[config.mk]
export PLATFORM = sky130hd
export DESIGN_NAME = slip_frame_decoder
export DESIGN_NICKNAME = d
export VERILOG_FILES = /design/src/rtl/sfd_pkg.sv /design/src/rtl/sfd_decode.sv /design/src/rtl/sfd_out_reg.sv /design/src/rtl/slip_frame_decoder.sv
export SDC_FILE = /design/constraint.sdc
export NUM_CORES = 1
export LEC_CHECK = 0
export BUFFER_PORTS_ARGS = -buffer_cell sky130_fd_sc_hd__buf_2
export CAP_MARGIN = 5
export CELL_PAD_IN_SITES_DETAIL_PLACEMENT = 0
export CELL_PAD_IN_SITES_GLOBAL_PLACEMENT = 2
export CORE_MARGIN = 3
export CORE_UTILIZATION = 39
export DETAILED_ROUTE_END_ITERATION = 16
export HOLD_SLACK_MARGIN = 0.12
export PLACE_DENSITY = 0.85
export REMOVE_ABC_BUFFERS = 1
export SLEW_MARGIN = 20
export SYNTH_ARGS = -nofsm -noshare
export SYNTH_HDL_FRONTEND = slang
export SYNTH_HIERARCHICAL = 1
export SYNTH_SLANG_ARGS = --single-unit
[constraint.sdc]
create_clock -name i_clk -period 5.8 [get_ports i_clk]
set_clock_uncertainty 0.1 [all_clocks]
set_input_delay 0.58 -clock i_clk [delete_from_list [all_inputs] [get_ports i_clk]]
set_output_delay 0.58 -clock i_clk [all_outputs]
set_load 0.02 [all_outputs]
[src/rtl/sfd_pkg.sv]
// sfd_pkg: shared types and constants for the slip frame decoder
// slip byte codes, result kinds, frame counter width and limit
// no dependencies
`timescale 1ns / 1ps
`default_nettype none

package sfd_pkg;

    localparam logic [7:0] BYTE_END     = 8'o300;
    localparam logic [7:0] BYTE_ESC     = 8'o333;
    localparam logic [7:0] BYTE_ESC_END = 8'o334;
    localparam logic [7:0] BYTE_ESC_ESC = 8'o335;

    localparam int BYTE_W  = 8;
    localparam int KIND_W  = 2;
    localparam int COUNT_W = 12;

    localparam int MAX_FRAME_BYTES = 2048;
    localparam int COUNT_MAX       = (1 << COUNT_W) - 1;
    localparam int COUNT_LIMIT_I   =
        (MAX_FRAME_BYTES < COUNT_MAX) ? MAX_FRAME_BYTES : COUNT_MAX;
    localparam logic [COUNT_W-1:0] COUNT_LIMIT = COUNT_W'(COUNT_LIMIT_I);

    typedef enum logic [KIND_W-1:0] {
        KIND_DATA  = 2'd0,
        KIND_END   = 2'd1,
        KIND_ERROR = 2'd2
    } t_kind;

    typedef struct packed {
        logic               vld;
        t_kind              kind;
        logic [BYTE_W-1:0]  data;
        logic [COUNT_W-1:0] len;
    } t_result;

endpackage

`default_nettype wire

[src/rtl/sfd_decode.sv]
// sfd_decode: slip un-stuffing state (escape, discard, frame count)
// turns one registered byte into at most one result
// depends on sfd_pkg
`timescale 1ns / 1ps
`default_nettype none

module sfd_decode (
    input  wire logic                      i_clk,
    input  wire logic                      i_rst_n,
    input  wire logic                      i_step,
    input  wire logic [sfd_pkg::BYTE_W-1:0] i_byte,
    output sfd_pkg::t_result               o_result
);
    import sfd_pkg::*;

    logic               r_esc, n_esc;
    logic               r_disc, n_disc;
    logic [COUNT_W-1:0] r_cnt, n_cnt;
    logic [COUNT_W-1:0] cnt_inc;

    assign cnt_inc = (r_cnt < COUNT_LIMIT) ? r_cnt + COUNT_W'(1) : r_cnt;

    always_comb begin
        n_esc    = r_esc;
        n_disc   = r_disc;
        n_cnt    = r_cnt;
        o_result = '{vld: 1'b0, kind: KIND_DATA, data: '0, len: '0};
        if (i_step) begin
            if (r_disc) begin
                if (i_byte == BYTE_END) begin
                    n_disc = 1'b0;
                    n_esc  = 1'b0;
                    n_cnt  = '0;
                end
            end else if (r_esc) begin
                n_esc = 1'b0;
                if (i_byte == BYTE_ESC_END) begin
                    n_cnt    = cnt_inc;
                    o_result = '{vld: 1'b1, kind: KIND_DATA, data: BYTE_END, len: '0};
                end else if (i_byte == BYTE_ESC_ESC) begin
                    n_cnt    = cnt_inc;
                    o_result = '{vld: 1'b1, kind: KIND_DATA, data: BYTE_ESC, len: '0};
                end else begin
                    n_cnt    = '0;
                    n_disc   = (i_byte != BYTE_END);
                    o_result = '{vld: 1'b1, kind: KIND_ERROR, data: '0, len: '0};
                end
            end else if (i_byte == BYTE_ESC) begin
                n_esc = 1'b1;
            end else if (i_byte == BYTE_END) begin
                n_cnt    = '0;
                o_result = '{vld: 1'b1, kind: KIND_END, data: '0, len: r_cnt};
            end else begin
                n_cnt    = cnt_inc;
                o_result = '{vld: 1'b1, kind: KIND_DATA, data: i_byte, len: '0};
            end
        end
    end

    always_ff @(posedge i_clk) begin
        if (!i_rst_n) begin
            r_esc  <= 1'b0;
            r_disc <= 1'b0;
            r_cnt  <= '0;
        end else begin
            r_esc  <= n_esc;
            r_disc <= n_disc;
            r_cnt  <= n_cnt;
        end
    end

endmodule

`default_nettype wire

[src/rtl/sfd_out_reg.sv]
// sfd_out_reg: result register toward the output channel
// holds a result until the downstream transfer completes
// depends on sfd_pkg
`timescale 1ns / 1ps
`default_nettype none

module sfd_out_reg (
    input  wire logic             i_clk,
    input  wire logic             i_rst_n,
    input  wire logic             i_load,
    input  sfd_pkg::t_result      i_result,
    input  wire logic             i_stall,
    output logic                  o_free,
    output sfd_pkg::t_result      o_result
);
    import sfd_pkg::*;

    logic    r_vld;
    t_result r_res;

    assign o_free = !r_vld || !i_stall;

    always_ff @(posedge i_clk) begin
        if (!i_rst_n) begin
            r_vld <= 1'b0;
        end else if (o_free) begin
            r_vld <= i_load && i_result.vld;
        end
    end

    always_ff @(posedge i_clk) begin
        if (o_free && i_load && i_result.vld) begin
            r_res <= i_result;
        end
    end

    always_comb begin
        o_result     = r_res;
        o_result.vld = r_vld;
    end

endmodule

`default_nettype wire

[src/rtl/slip_frame_decoder.sv]
// slip_frame_decoder: slip byte un-stuffing, one received byte per transfer
// a result reaches the outputs through the input register and then the result register
// throughput: one byte per cycle while the output is not stalled
// reset: synchronous active-low i_rst_n clears flags, frame count and both valid bits
// depends on sfd_pkg, sfd_decode, sfd_out_reg
`timescale 1ns / 1ps
`default_nettype none

module slip_frame_decoder (
    input  wire logic                        i_clk,
    input  wire logic                        i_rst_n,
    input  wire logic                        i_valid,
    output logic                             o_stall,
    input  wire logic [sfd_pkg::BYTE_W-1:0]  i_rx_byte,
    output logic                             o_valid,
    input  wire logic                        i_stall,
    output logic [sfd_pkg::KIND_W-1:0]       o_kind,
    output logic [sfd_pkg::BYTE_W-1:0]       o_data_byte,
    output logic [sfd_pkg::COUNT_W-1:0]      o_frame_length
);
    import sfd_pkg::*;

    logic              r_in_vld;
    logic [BYTE_W-1:0] r_in_byte;
    logic              out_free;
    logic              step;
    t_result           dec_res;
    t_result           out_res;

    assign step    = r_in_vld && out_free;
    assign o_stall = r_in_vld && !out_free;

    always_ff @(posedge i_clk) begin
        if (!i_rst_n) begin
            r_in_vld <= 1'b0;
        end else if (!o_stall) begin
            r_in_vld <= i_valid;
        end
    end

    always_ff @(posedge i_clk) begin
        if (!o_stall && i_valid) begin
            r_in_byte <= i_rx_byte;
        end
    end

    sfd_decode u_decode (
        .i_clk    (i_clk),
        .i_rst_n  (i_rst_n),
        .i_step   (step),
        .i_byte   (r_in_byte),
        .o_result (dec_res)
    );

    sfd_out_reg u_out (
        .i_clk    (i_clk),
        .i_rst_n  (i_rst_n),
        .i_load   (step),
        .i_result (dec_res),
        .i_stall  (i_stall),
        .o_free   (out_free),
        .o_result (out_res)
    );

    assign o_valid        = out_res.vld;
    assign o_kind         = out_res.kind;
    assign o_data_byte    = out_res.data;
    assign o_frame_length = out_res.len;

endmodule

`default_nettype wire

==> metrics.cfg <==
[timing]
hold_viol_final = 0
post-route-min-period_ns = 2.60
fmax_mhz = 384
slew_headroom_pct = 51.9
post-route-period-util_pct = 44.9
setup_tns_ns = 0
rsz0062_at_grt = no
drv_slew = 0
finalSetupViolCount = 0
worst-slew-pin-transition_ns = 0.720

[clock_network]
cts_hold_buf = 0
clk_pin_slew_ns = 0.08
post_cts_buffers = 0
cts-root-buf = clkbuf_8
h-tree-depth = 2
post_cts_resized = 0
numClockSinks = 46
cts_buffer_depth = 2
cts_buffers = 5
cts_tree = yes
worstSkewPairLatency_ns = 0.29

[drt]
drc_errors = 0
first_iter_violations = 57
avgRoutedWirePerCell_um = 13.1
met2_length_mm = 1.81
routed.top_layer = met4
met3_length_um = 197
wl_met1_mm = 1.55
postRouteWirelength_mm = 3.62
ant_nets = 0
vias = 1407
vias_per_cell = 5.08
drtPass1Iterations = 4

[floorplan]
rows = 25
dieArea_um2 = 6110
num_io_pins = 36
initial_core_util_pct = 41.6
die_height_um = 78.2
core_um2 = 4880
fp.dieW_um = 78.2

[pwr]
peakVddDrop_uv = 144
power_mw = 0.613
leakagePower_nw = 0.889
power_density_nw_per_um2 = 257

[worst_setup_path]
reg2reg_from = u_out/r_vld
required_ns = 5.63
path_max_fanout = 22
arrival_ns = 2.43
ff2ff_path_depth = 6
r2r_slack_ns = 3.24
crit-reg2reg-capture = u_out/o_result[8]
path_class = input port to register
cp-start-kind = input port
critPathCaptureType = register

[worst_hold_path]
min-delay-start = i_rx_byte[0]
holdPathEnd = r_in_byte[0]
min_delay_path_depth = 1
hold_path.class = input port to register

[final_layout]
nets = 222
final_layout_size_suffix_gt1_share_pct = 26.7
area_growth_pct = 17.6
diodes = 0
fillers = 474

[outcome]
status = finished, final reports clean

[synthesis]
synth_area_leaders = edfxtp_1 (44%), dfxtp_1 (16%), and2_1 (4.0%)
syn_area_um2 = 2030
synth_top_area_share_pct = 44.4
ys_seq_area_share_pct = 60.1
yosysTopAreaCell = edfxtp_1
avgSynthCellArea_um2 = 11.8
synth.distinct_cells = 45
syn_inst = 172
ys_async_sr_fraction_pct = 0
yosys_warnings = 6
ys_seq_elements = 46
synth_edf_count = 30
synthFlopType = edfxtp_1

[global_routing]
grt_pass1_vias = 1399
grt_usage_pct = 13.3
grt_max_degree = 23
grt-ovfl-total = 0
antenna_found_initial = 0
grt_pass1_wl_mm = 6.28

[placed_design]
hpwl_mm = 2.74
port_buffers = 35
gp_congestion = 0.779

[flow_run]
drv_cap = 0

critical path: stages:
cell and delay [ns]:
buf_2 0.12, nand2_2 0.11, and2_1 0.43, nand2b_1 0.28, nor2_1 0.16, nand2_1 0.13, a21oi_4 0.60
how the worst max path moves through the flow:
stage | start | end | slack, ns | cells past startpoint
4_1_cts | i_stall | u_out/o_result[5] | 3.19 | 7
3_3_place_gp | i_stall | u_out/o_result[11] | 2.67 | 7
6_report | i_stall | u_out/o_result[8] | 3.20 | 7
5_1_grt | i_stall | u_out/o_result[7] | 2.94 | 7
2_1_floorplan | i_stall | u_out/o_result[0] | 2.69 | 6
3_5_place_dp | i_stall | u_out/o_result[8] | 2.87 | 7
metal layers:
| layer | global-route usage [%] | up-vias |
|---|---|---|
| met5 | 0 | - |
| met3 | 3.90 | 5 |
| met4 | 5.24 | 0 |
| met1 | 14.7 | 658 |
| met2 | 23.7 | 40 |
| li1 | - | 704 |
sequential cells by signal, summed over array words and instances, names as in the netlist:
name	cells
u_out/o_result	22
u_decode/r_cnt	12
r_in_byte	8
r_in_vld	1
u_decode/r_disc	1
u_decode/r_esc	1
u_out/r_vld	1
Yosys cell counts (2+ instances only):
master / count
edfxtp_1: 30
dfxtp_1: 16
nor2_1: 16
a21oi_1: 14
and2_1: 13
nand2_1: 11
nand3_1: 7
o21ai_0: 5
clkbuf_1: 4
inv_1: 4
a31oi_1: 3
nand4_1: 3
nor3b_1: 3
o31ai_1: 3
or4_1: 3
buf_4: 2
nand3_4: 2
nor2b_1: 2
or3_1: 2
or4_4: 2
xnor2_1: 2
xor2_1: 2
report_power, final:
part | switching [mW] | internal, mW
Clock | 0.0981 | 0.129
Combinational | 0.0163 | 0.0113
Sequential | 0.00499 | 0.354
layout make-up:
type	instances	area, um^2	area share [%]
clock buffer	7	76.3	3.20
clock inverter	1	30.0	1.26
inverter	4	15.0	0.629
multi-input combinational	115	771	32.3
sequential	46	1220	51.2
tap	67	83.8	3.51
timing repair buffer	37	190	7.97
kinds of logic after synthesis:
family | share of synthesized area [%]
fa+ha+maj | 0.616
buf+inv | 2.46
mux | 0.493
xor+xnor | 1.73
flops | 60.1
simple gates | 24.5
compound gates | 10.0
cell usage in the layout, fill, tap and decap left out, types with 2 or more instances in the layout:
cell type / netlist / final
buf_2: 1 / 35
edfxtp_1: 30 / 30
dfxtp_1: 16 / 16
nor2_1: 16 / 16
and2_1: 13 / 13
a21oi_1: 14 / 13
nand2_1: 11 / 11
nand3_1: 7 / 7
clkbuf_8: 0 / 5
o21ai_0: 5 / 5
inv_1: 4 / 4
nor3b_1: 3 / 3
nand4_1: 3 / 3
a31oi_1: 3 / 3
o31ai_1: 3 / 3
or4_1: 3 / 3
nor2b_1: 2 / 2
clkbuf_1: 4 / 2
buf_4: 2 / 2
or4_4: 2 / 2
nand3_4: 2 / 2
xor2_1: 2 / 2
or3_1: 2 / 2
xnor2_1: 2 / 2
metrics by stage:
step	worst slack, ns	cell area (um^2)	util, %	cells	hold WS [ns]
after floorplan	2.69	2000	-	165	0.356
after global placement	2.67	2270	46.6	269	0.374
after detailed placement	2.87	2280	46.7	269	0.387
after CTS	3.19	2390	48.9	277	0.348
after global routing	2.94	2390	48.9	277	0.342
final	3.20	2390	48.9	277	0.358
Note: power is estimated with default switching activity, not from simulation.
